==> config.mk <==
export PLATFORM = sky130hd
export DESIGN_NAME = keyword_line_frame_finder_flat
export DESIGN_NICKNAME = d
export VERILOG_FILES = /design/src/rtl/core/kwlf_pkg.sv /design/src/rtl/core/kwlf_if.sv /design/src/rtl/core/keyword_line_frame_finder.sv /design/src/rtl/core/kwlf_ctrl.sv /design/src/rtl/core/kwlf_dpath.sv /design/src/flat_wrapper.sv
export SDC_FILE = /design/constraint.sdc
export NUM_CORES = 1
export LEC_CHECK = 0
export ABC_AREA = 1
export BUFFER_PORTS_ARGS = -buffer_cell sky130_fd_sc_hd__buf_2
export CORE_ASPECT_RATIO = 0.7
export CORE_MARGIN = 2
export CORE_UTILIZATION = 40
export DETAILED_ROUTE_END_ITERATION = 10
export SLEW_MARGIN = 5
export SYNTH_ARGS = -nofsm -noshare
export SYNTH_HDL_FRONTEND = slang
export SYNTH_SLANG_ARGS = --single-unit
==> constraint.sdc <==
create_clock -name clk -period 3.7 [get_ports clk]
set_input_delay 0.925 -clock clk [delete_from_list [all_inputs] [get_ports clk]]
set_output_delay 0.925 -clock clk [all_outputs]
set_load 0.02 [all_outputs]
==> src/rtl/core/kwlf_pkg.sv <==
// Package for the keyword line frame finder: sizes, keyword table, FSM state,
// controller/datapath command and status structs. No dependencies.
`timescale 1ns / 1ps

package kwlf_pkg;

  localparam int MAX_FRAME   = 1024;
  localparam int HEAD_LEN    = 10;
  localparam int NUM_KEYS    = 12;
  localparam int KEY_MAX     = 10;
  localparam int KIND_W      = 4;
  localparam int FRAME_LEN_W = 11;
  localparam int CNT_W       = $clog2(MAX_FRAME);      // holds MAX_FRAME - 1
  localparam int FILL_W      = $clog2(HEAD_LEN + 1);
  localparam int IDX_W       = $clog2(HEAD_LEN);
  localparam int KLEN_W      = $clog2(KEY_MAX + 1);
  localparam int KIDX_W      = $clog2(NUM_KEYS);

  typedef logic [7:0] byte_t;

  localparam byte_t CHAR_CR     = 8'h0D;
  localparam byte_t CHAR_LF     = 8'h0A;
  localparam byte_t CHAR_DOLLAR = 8'h24;

  // padded on the right, compared only over KEY_LEN bytes
  localparam logic [KEY_MAX*8-1:0] KEY_TEXT [NUM_KEYS] = '{
    "$initack  ", "$auth     ", "$pos      ", "$warn     ",
    "$log      ", "$taskpau  ", "$taskcon  ", "$taskdone ",
    "$pong     ", "$sta      ", "$verify   ", "$configack"
  };

  localparam logic [KLEN_W-1:0] KEY_LEN [NUM_KEYS] = '{
    KLEN_W'(8), KLEN_W'(5), KLEN_W'(4), KLEN_W'(5), KLEN_W'(4), KLEN_W'(8),
    KLEN_W'(8), KLEN_W'(9), KLEN_W'(5), KLEN_W'(4), KLEN_W'(7), KLEN_W'(10)
  };

  typedef enum logic [2:0] {
    ST_IDLE,
    ST_BYTE,
    ST_MATCH,
    ST_SLIDE,
    ST_EMIT
  } state_t;

  typedef struct packed {
    logic latch_in;
    logic hunt_write;
    logic match_open;
    logic slide_shift;
    logic emit_key;
    logic emit_body_in;
    logic emit_body_win;
    logic finish;
  } cmd_t;

  typedef struct packed {
    logic in_frame;
    logic fill_zero;
    logic fill_last;
    logic head_dollar;
    logic key_hit;
    logic key_left_zero;
    logic body_end_win;
    logic out_space;
  } stat_t;

  // first keyword in table order that prefixes the window; 0 when none
  function automatic logic [KIND_W-1:0] find_key(input byte_t win [HEAD_LEN]);
    logic [KIND_W-1:0] kind;
    logic              hit;
    kind = '0;
    for (int k = NUM_KEYS - 1; k >= 0; k--) begin
      hit = 1'b1;
      for (int c = 0; c < KEY_MAX; c++) begin
        if ((KLEN_W'(c) < KEY_LEN[k]) &&
            (win[c] != KEY_TEXT[k][(KEY_MAX-1-c)*8 +: 8])) begin
          hit = 1'b0;
        end
      end
      if (hit) begin
        kind = KIND_W'(k + 1);
      end
    end
    return kind;
  endfunction

endpackage

==> src/rtl/core/kwlf_if.sv <==
// Valid/ready channel interfaces for the keyword line frame finder.
// Depends on kwlf_pkg for field widths.
`timescale 1ns / 1ps

interface kwlf_in_if;
  logic                  valid;
  logic                  ready;
  kwlf_pkg::byte_t       data_byte;
  logic                  last_in_buffer;

  modport source (output valid, data_byte, last_in_buffer, input ready);
  modport sink   (input valid, data_byte, last_in_buffer, output ready);
endinterface

interface kwlf_out_if;
  logic                                 valid;
  logic                                 ready;
  kwlf_pkg::byte_t                      frame_byte;
  logic [kwlf_pkg::KIND_W-1:0]          msg_kind;
  logic                                 end_of_frame;
  logic                                 frame_aborted;
  logic [kwlf_pkg::FRAME_LEN_W-1:0]     frame_length;
  kwlf_pkg::byte_t                      xor_check;
  logic                                 buffer_finished;

  modport source (output valid, frame_byte, msg_kind, end_of_frame, frame_aborted,
                  frame_length, xor_check, buffer_finished, input ready);
  modport sink   (input valid, frame_byte, msg_kind, end_of_frame, frame_aborted,
                  frame_length, xor_check, buffer_finished, output ready);
endinterface

==> src/rtl/core/keyword_line_frame_finder.sv <==
// Top level of the keyword line frame finder: joins controller and datapath
// to the channel interfaces. Depends on kwlf_pkg, kwlf_if, kwlf_ctrl, kwlf_dpath.
//
//   channel   direction  words
//   in_chan   sink       data_byte, last_in_buffer
//   out_chan  source     frame_byte, msg_kind, end_of_frame, frame_aborted,
//                        frame_length, xor_check, buffer_finished
//
// A byte is accepted, then processed, while hunting or in a frame. A byte that
// fills the head window adds a compare step; a miss then slides the window one
// position a cycle until a '$' leads or the window is empty. A hit shifts window
// bytes out through the output register, one word a cycle while there is space.
// rst_n is synchronous; no clearing pass follows it. out_ready low holds the
// delivery step; no byte is accepted until it is done.
`timescale 1ns / 1ps

module keyword_line_frame_finder (
  input  logic              clk,
  input  logic              rst_n,
  kwlf_in_if.sink           in_chan,
  kwlf_out_if.source        out_chan
);
  import kwlf_pkg::*;

  cmd_t  cmd;
  stat_t stat;

  kwlf_ctrl u_ctrl (
    .clk      (clk),
    .rst_n    (rst_n),
    .in_valid (in_chan.valid),
    .in_ready (in_chan.ready),
    .stat     (stat),
    .cmd      (cmd)
  );

  kwlf_dpath u_dpath (
    .clk                 (clk),
    .rst_n               (rst_n),
    .cmd                 (cmd),
    .stat                (stat),
    .in_data_byte        (in_chan.data_byte),
    .in_last_in_buffer   (in_chan.last_in_buffer),
    .out_ready           (out_chan.ready),
    .out_valid           (out_chan.valid),
    .out_frame_byte      (out_chan.frame_byte),
    .out_msg_kind        (out_chan.msg_kind),
    .out_end_of_frame    (out_chan.end_of_frame),
    .out_frame_aborted   (out_chan.frame_aborted),
    .out_frame_length    (out_chan.frame_length),
    .out_xor_check       (out_chan.xor_check),
    .out_buffer_finished (out_chan.buffer_finished)
  );

endmodule

==> src/rtl/core/kwlf_ctrl.sv <==
// Controller FSM of the keyword line frame finder: sequences intake, window
// match, window slide and byte delivery. Depends on kwlf_pkg.
`timescale 1ns / 1ps

module kwlf_ctrl (
  input  logic            clk,
  input  logic            rst_n,
  input  logic            in_valid,
  output logic            in_ready,
  input  kwlf_pkg::stat_t stat,
  output kwlf_pkg::cmd_t  cmd
);
  import kwlf_pkg::*;

  state_t state_r, state_nxt;

  always_ff @(posedge clk) begin
    if (!rst_n) begin
      state_r <= ST_IDLE;
    end else begin
      state_r <= state_nxt;
    end
  end

  always_comb begin
    state_nxt = state_r;
    cmd       = '0;
    in_ready  = 1'b0;
    case (state_r)
      ST_IDLE: begin
        in_ready = 1'b1;
        if (in_valid) begin
          cmd.latch_in = 1'b1;
          state_nxt    = ST_BYTE;
        end
      end
      ST_BYTE: begin
        if (stat.in_frame) begin
          if (stat.out_space) begin
            cmd.emit_body_in = 1'b1;
            cmd.finish       = 1'b1;
            state_nxt        = ST_IDLE;
          end
        end else begin
          cmd.hunt_write = 1'b1;
          if (stat.fill_last) begin
            state_nxt = ST_MATCH;
          end else begin
            cmd.finish = 1'b1;
            state_nxt  = ST_IDLE;
          end
        end
      end
      ST_MATCH: begin
        if (stat.key_hit) begin
          cmd.match_open = 1'b1;
          state_nxt      = ST_EMIT;
        end else begin
          // a miss always drops at least the leading byte
          cmd.slide_shift = 1'b1;
          state_nxt       = ST_SLIDE;
        end
      end
      ST_SLIDE: begin
        if (stat.fill_zero || stat.head_dollar) begin
          cmd.finish = 1'b1;
          state_nxt  = ST_IDLE;
        end else begin
          cmd.slide_shift = 1'b1;
        end
      end
      ST_EMIT: begin
        if (stat.fill_zero) begin
          cmd.finish = 1'b1;
          state_nxt  = ST_IDLE;
        end else if (stat.out_space) begin
          if (!stat.key_left_zero) begin
            cmd.emit_key = 1'b1;
          end else begin
            cmd.emit_body_win = 1'b1;
            // leftover window bytes stay put as the new hunting window
            if (stat.body_end_win) begin
              cmd.finish = 1'b1;
              state_nxt  = ST_IDLE;
            end
          end
        end
      end
      default: begin
        state_nxt = ST_IDLE;
      end
    endcase
  end

endmodule

==> src/rtl/core/kwlf_dpath.sv <==
// Datapath of the keyword line frame finder: head window shift register,
// frame counters, keyword compare and the output word register. Depends on kwlf_pkg.
`timescale 1ns / 1ps

module kwlf_dpath (
  input  logic                             clk,
  input  logic                             rst_n,
  input  kwlf_pkg::cmd_t                   cmd,
  output kwlf_pkg::stat_t                  stat,
  input  kwlf_pkg::byte_t                  in_data_byte,
  input  logic                             in_last_in_buffer,
  input  logic                             out_ready,
  output logic                             out_valid,
  output kwlf_pkg::byte_t                  out_frame_byte,
  output logic [kwlf_pkg::KIND_W-1:0]      out_msg_kind,
  output logic                             out_end_of_frame,
  output logic                             out_frame_aborted,
  output logic [kwlf_pkg::FRAME_LEN_W-1:0] out_frame_length,
  output kwlf_pkg::byte_t                  out_xor_check,
  output logic                             out_buffer_finished
);
  import kwlf_pkg::*;

  byte_t              cur_r;
  logic               last_r;
  byte_t              win_r [HEAD_LEN];
  logic [FILL_W-1:0]  fill_r, fill_nxt;
  logic               in_frame_r, in_frame_nxt;
  logic [KLEN_W-1:0]  key_left_r, key_left_nxt;
  logic [CNT_W-1:0]   cnt_r, cnt_nxt;
  byte_t              xor_r, xor_nxt;
  byte_t              prev_r, prev_nxt;
  logic [KIND_W-1:0]  kind_r, kind_nxt;
  logic               out_valid_r;

  logic [KIND_W-1:0]  hit_kind;
  byte_t              head;
  byte_t              ob;
  logic [CNT_W-1:0]   cnt_inc;
  logic               abort;
  logic               term_in, term_win, term;
  logic               end_in, end_win, is_end;
  logic               fin_win, fin_flag;
  logic               shift, emit, body;

  assign hit_kind = find_key(win_r);
  assign head     = win_r[0];
  assign shift    = cmd.slide_shift | cmd.emit_key | cmd.emit_body_win;
  assign body     = cmd.emit_body_in | cmd.emit_body_win;
  assign emit     = cmd.emit_key | body;
  assign ob       = cmd.emit_body_in ? cur_r : head;

  assign cnt_inc  = cnt_r + CNT_W'(1);
  assign abort    = cnt_inc >= CNT_W'(MAX_FRAME - 1);
  assign term_in  = (cur_r == CHAR_LF) && (prev_r == CHAR_CR);
  assign term_win = (head == CHAR_LF) && (prev_r == CHAR_CR);
  assign end_in   = abort | term_in;
  assign end_win  = abort | term_win;
  // a fed-back byte ends the buffer only if it came from the newest slot
  assign fin_win  = last_r && (fill_r == FILL_W'(1));
  assign term     = cmd.emit_body_in ? term_in : term_win;
  assign is_end   = cmd.emit_body_in ? end_in : end_win;
  assign fin_flag = cmd.emit_body_in ? last_r : fin_win;

  always_comb begin
    stat.in_frame      = in_frame_r;
    stat.fill_zero     = (fill_r == '0);
    stat.fill_last     = (fill_r == FILL_W'(HEAD_LEN - 1));
    stat.head_dollar   = (head == CHAR_DOLLAR);
    stat.key_hit       = (hit_kind != '0);
    stat.key_left_zero = (key_left_r == '0);
    stat.body_end_win  = end_win;
    stat.out_space     = !out_valid_r || out_ready;
  end

  always_comb begin
    fill_nxt     = fill_r;
    in_frame_nxt = in_frame_r;
    key_left_nxt = key_left_r;
    cnt_nxt      = cnt_r;
    xor_nxt      = xor_r;
    prev_nxt     = prev_r;
    kind_nxt     = kind_r;
    if (cmd.hunt_write) begin
      fill_nxt = fill_r + FILL_W'(1);
    end
    if (shift) begin
      fill_nxt = fill_r - FILL_W'(1);
    end
    if (cmd.match_open) begin
      in_frame_nxt = 1'b1;
      kind_nxt     = hit_kind;
      key_left_nxt = KEY_LEN[KIDX_W'(hit_kind - KIND_W'(1))];
      cnt_nxt      = '0;
      xor_nxt      = '0;
    end
    if (emit) begin
      cnt_nxt  = cnt_inc;
      xor_nxt  = xor_r ^ ob;
      prev_nxt = ob;
    end
    if (cmd.emit_key) begin
      key_left_nxt = key_left_r - KLEN_W'(1);
    end
    if (body && is_end) begin
      in_frame_nxt = 1'b0;
    end
    // a window split across receive buffers is dropped
    if (cmd.finish && last_r) begin
      fill_nxt = '0;
    end
  end

  always_ff @(posedge clk) begin
    if (!rst_n) begin
      fill_r      <= '0;
      in_frame_r  <= 1'b0;
      key_left_r  <= '0;
      cnt_r       <= '0;
      xor_r       <= '0;
      prev_r      <= '0;
      kind_r      <= '0;
      out_valid_r <= 1'b0;
    end else begin
      fill_r     <= fill_nxt;
      in_frame_r <= in_frame_nxt;
      key_left_r <= key_left_nxt;
      cnt_r      <= cnt_nxt;
      xor_r      <= xor_nxt;
      prev_r     <= prev_nxt;
      kind_r     <= kind_nxt;
      if (emit) begin
        out_valid_r <= 1'b1;
      end else if (out_ready) begin
        out_valid_r <= 1'b0;
      end
    end
  end

  always_ff @(posedge clk) begin
    if (cmd.latch_in) begin
      cur_r  <= in_data_byte;
      last_r <= in_last_in_buffer;
    end
    if (cmd.hunt_write) begin
      win_r[fill_r[IDX_W-1:0]] <= cur_r;
    end else if (shift) begin
      for (int i = 0; i < HEAD_LEN - 1; i++) begin
        win_r[i] <= win_r[i+1];
      end
    end
    if (emit) begin
      out_frame_byte      <= ob;
      out_msg_kind        <= kind_r;
      out_end_of_frame    <= body && is_end;
      out_frame_aborted   <= body && abort;
      out_frame_length    <= FRAME_LEN_W'(cnt_inc);
      out_xor_check       <= xor_r ^ ob;
      out_buffer_finished <= body && !abort && term && fin_flag;
    end
  end

  assign out_valid = out_valid_r;

endmodule

==> src/flat_wrapper.sv <==
// flat-port wrapper written by rule: the top's interface ports become plain ports
module keyword_line_frame_finder_flat import kwlf_pkg::*;
  (clk, rst_n, in_chan_valid, in_chan_data_byte, in_chan_last_in_buffer, in_chan_ready, out_chan_valid, out_chan_frame_byte, out_chan_msg_kind, out_chan_end_of_frame, out_chan_frame_aborted, out_chan_frame_length, out_chan_xor_check, out_chan_buffer_finished, out_chan_ready);
  kwlf_in_if in_chan_i ();
  kwlf_out_if out_chan_i ();
  input  logic clk;
  input  logic rst_n;
  input wire logic [$bits(in_chan_i.valid)-1:0] in_chan_valid;
  input wire logic [$bits(in_chan_i.data_byte)-1:0] in_chan_data_byte;
  input wire logic [$bits(in_chan_i.last_in_buffer)-1:0] in_chan_last_in_buffer;
  output wire logic [$bits(in_chan_i.ready)-1:0] in_chan_ready;
  output wire logic [$bits(out_chan_i.valid)-1:0] out_chan_valid;
  output wire logic [$bits(out_chan_i.frame_byte)-1:0] out_chan_frame_byte;
  output wire logic [$bits(out_chan_i.msg_kind)-1:0] out_chan_msg_kind;
  output wire logic [$bits(out_chan_i.end_of_frame)-1:0] out_chan_end_of_frame;
  output wire logic [$bits(out_chan_i.frame_aborted)-1:0] out_chan_frame_aborted;
  output wire logic [$bits(out_chan_i.frame_length)-1:0] out_chan_frame_length;
  output wire logic [$bits(out_chan_i.xor_check)-1:0] out_chan_xor_check;
  output wire logic [$bits(out_chan_i.buffer_finished)-1:0] out_chan_buffer_finished;
  input wire logic [$bits(out_chan_i.ready)-1:0] out_chan_ready;
  assign in_chan_i.valid = in_chan_valid;
  assign in_chan_i.data_byte = in_chan_data_byte;
  assign in_chan_i.last_in_buffer = in_chan_last_in_buffer;
  assign in_chan_ready = in_chan_i.ready;
  assign out_chan_valid = out_chan_i.valid;
  assign out_chan_frame_byte = out_chan_i.frame_byte;
  assign out_chan_msg_kind = out_chan_i.msg_kind;
  assign out_chan_end_of_frame = out_chan_i.end_of_frame;
  assign out_chan_frame_aborted = out_chan_i.frame_aborted;
  assign out_chan_frame_length = out_chan_i.frame_length;
  assign out_chan_xor_check = out_chan_i.xor_check;
  assign out_chan_buffer_finished = out_chan_i.buffer_finished;
  assign out_chan_i.ready = out_chan_ready;
  keyword_line_frame_finder u_core (.clk(clk), .rst_n(rst_n), .in_chan(in_chan_i), .out_chan(out_chan_i));
endmodule
==> flow_metrics.tcl <==
set metrics [dict create \
    clk_path_buf_depth 2 \
    cts_sinks 165 \
    setup_slack_ns 0.490 \
    maxCapViolCount 0 \
    cts-resized-gates 0 \
    diodes 0 \
    slew_violations 0 \
    ys_types 46 \
    status "complete, no violations" \
    ctsHoldBuffers 0 \
    start_kind "flip-flop" \
    start_util_pct 40.5 \
    cpPeakStageDelay_ns 0.44 \
    grt_pass1_vias 6262 \
    clk_latency_ns 0.44 \
    min_period_over_period_pct 86.8 \
    syn_nets 967 \
    fin_skew_ns 0.0136 \
    syn_area_per_cell_sq_um 8.81 \
    dp_hpwl_microns 15700 \
    cp_cell_sequence "inv_1 -> nor2_1 -> nand2_1 -> nor2_1 -> nand2_1 -> nor2_1 -> nor2_1 -> nand4_1 -> nor2_2 -> ha_1 -> inv_1 -> nor3_4 -> nand2_2 -> nand2_2 -> inv_2 -> nand2_1" \
    drive_gt1_share_pct 16.2 \
    critPathCaptureType "flip-flop" \
    crit_type "reg -> reg" \
    dieArea_sq_mm 0.0220 \
    period_needed_ns 3.21 \
    area_delta_synth_final_pct 13.9 \
    drt-initial-drc-count 857 \
    ant_nets 0 \
    crit_fanout 10 \
    p_leak_uw 0.00382 \
    drc 0 \
    hp-class "reg -> reg" \
    ios 49 \
    cts_setup_buffers 0 \
    vias 6598 \
    portBuffers 47 \
    die_w_microns 176 \
    setup_tns_ns 0 \
    clock.fmax_ghz 0.312 \
    cts_tree "done" \
    hold_viol_final 0 \
    clk_pin_slew_ns 0.07 \
    ys_ff_latch 165 \
    routed_wirelength_microns 21500 \
    pwr_density_cell_mw_per_mm2 438 \
    crit_required_ns 3.78 \
    max-vdd-ir-drop_uv 279 \
    syn_inst 943 \
    grt_first_pass_wirelength_microns 34400 \
    cts_root_buffer "clkbuf_16" \
    gp_congestion 0.910 \
    die_y_microns 125 \
    placed_area_sq_mm 0.00884 \
    relSlewSlack_pct 30.0 \
    drtPass1Iterations 6 \
    final_area_sq_mm 0.00946 \
    grt_max_degree 40 \
    grt.overflow.total 0 \
    worst_slew_pin_slew_ns 1.05 \
    vias_per_cell 5.13 \
    cpMostUsedCell "nor2_1" \
    h-tree-depth 4 \
    ys_seq_area_share_pct 54.5 \
    critical-path-slowest-cell "edfxtp_1" \
    layout.nets 1021 \
    coreArea_sq_mm 0.0205 \
    cts_made_buffers 17 \
    rsz0062_at_grt "no" \
    crit_arrival_ns 3.29 \
    ys_warn_count 0 \
    num_rows 44 \
    pre_cts_slack_ns 0.554 \
    antenna_found_initial 0 \
    fillers 1952 \
    drt-wirelength-per-cell_microns 16.7 \
    grt_usage_pct 20.4 \
    netlist_area_sq_mm 0.00831 \
    setup_viol 0 \
]
-- logic make-up (layout without fill, tap and decap cells) --
family	count (synthesis)	in the layout	synth area share [%]
buffers and inverters	160	227	7.53
AOI/OAI and AO/OA	141	141	9.85
xor gates and xnor gates	16	16	1.78
and+or+nand+nor	449	449	24.7
DFF	165	165	54.5
other	1	1	0.0451
adders and majority gates	11	11	1.66
-- report_power, final --
part | internal, uW | switching, uW | leakage (uW) | total (uW)
clock | 1090 | 802 | 0.000307 | 1890
sequential | 2010 | 21.0 | 0.00147 | 2030
combinational | 60.8 | 158 | 0.00205 | 219
total | 3160 | 981 | 0.00382 | 4140
-- final cells by class --
cell class                 count  area (sq um)  share of cell area, %
clock inverter                14           188                   1.98
inverter                     142           536                   5.66
multi-input combinational    618          3160                   33.4
tap                          276           345                   3.65
clock buffer                  18           429                   4.54
sequential                   165          4520                   47.8
timing repair buffer          53           280                   2.96
-- critical path, delay by kind of cell, from the launching register on --
kind                     cells  cell delay, ns
buffers and inverters        3            0.31
flip-flops                   1            0.44
adder cells (fa/ha/maj)      1            0.21
AND/OR/NAND/NOR             12            1.89
-- per-stage QoR --
step	hold slack [ns]	util (%)	total power, uW	instances
after floorplan	0.403	-	2210	943
after global routing	0.453	46.1	4270	1286
after CTS	0.435	46.1	4160	1286
after detailed placement	0.417	43.1	2290	1254
final	0.437	46.1	4140	1286
after global placement	0.422	43.1	2290	1254
-- placed cells by master (no fill, tap or decap), types with 21 or more instances in the layout --
master / count
nand2_1: 204
inv_2: 21
nor2_1: 117
o22ai_1: 45
buf_2: 47
edfxtp_1: 122
dfxtp_1: 43
inv_1: 113
o21ai_0: 47
nand3_1: 47
a21oi_1: 30
-- state kept, by name, summed over array words and instances, names as in the netlist --
register / cells
u_core.u_dpath.win_r: 72
u_core.u_dpath.cnt_r: 10
u_core.u_dpath.out_frame_length: 10
u_core.u_dpath.cur_r: 8
u_core.u_dpath.head: 8
u_core.u_dpath.out_frame_byte: 8
u_core.u_dpath.out_xor_check: 8
u_core.u_dpath.prev_r: 8
u_core.u_dpath.xor_r: 8
u_core.u_dpath.fill_r: 4
u_core.u_dpath.key_left_r: 4
u_core.u_dpath.kind_r: 4
u_core.u_dpath.out_msg_kind: 4
u_core.u_ctrl.state_r: 3
u_core.u_dpath.in_frame_r: 1
u_core.u_dpath.last_r: 1
u_core.u_dpath.out_buffer_finished: 1
u_core.u_dpath.out_end_of_frame: 1
u_core.u_dpath.out_frame_aborted: 1
u_core.u_dpath.out_valid: 1
-- synth_stat cells (all sizes together) --
| library cell | number | share of area (%) |
|---|---|---|
| a211oi | 1 | 0.090 |
| a21oi | 39 | 2.8 |
| nand2 | 224 | 11 |
| a221oi | 1 | 0.11 |
| or2 | 2 | 0.15 |
| nor2 | 133 | 6.9 |
| or4 | 1 | 0.090 |
| nand3b | 4 | 0.36 |
| a21o | 1 | 0.090 |
| buf | 6 | 0.54 |
| clkinv | 7 | 0.32 |
| nor3 | 11 | 0.92 |
| dfxtp | 43 | 10 |
| ha | 11 | 1.7 |
| nand4 | 22 | 2.0 |
| xnor2 | 10 | 1.1 |
| xor2 | 6 | 0.63 |
| edfxtp | 122 | 44 |
| o22ai | 45 | 3.4 |
| o21ai | 53 | 3.3 |
| conb | 1 | 0.045 |
| nor4 | 2 | 0.15 |
| clkbuf | 12 | 0.54 |
| nand3 | 50 | 3.3 |
| inv | 135 | 6.1 |
| o31ai | 1 | 0.090 |
-- final timing paths --
kind / start / end / slack (ns) / depth (start not counted)
hold / removal: u_core.u_dpath.kind_r[1]$_SDFFE_PN0P_ / u_core.u_dpath.out_msg_kind[1]$_DFFE_PN_ / 0.44 / 0
setup reg to reg: u_core.u_dpath.win_r[45]$_DFFE_PP_ / u_core.u_dpath.win_r[46]$_DFFE_PP_ / 0.49 / 16
hold reg to reg: u_core.u_dpath.kind_r[1]$_SDFFE_PN0P_ / u_core.u_dpath.out_msg_kind[1]$_DFFE_PN_ / 0.44 / 0
setup / recovery: u_core.u_dpath.win_r[45]$_DFFE_PP_ / u_core.u_dpath.win_r[46]$_DFFE_PP_ / 0.49 / 16
-- metal layers --
metal	track usage, %	up-vias	share of wire, %
met4	4.86	0	1.2
li1	-	3258	-
met3	6.41	23	10
met5	0	-	0
met1	31.8	3056	49
met2	26.9	261	39
Note: power is estimated with default switching activity, not from simulation.
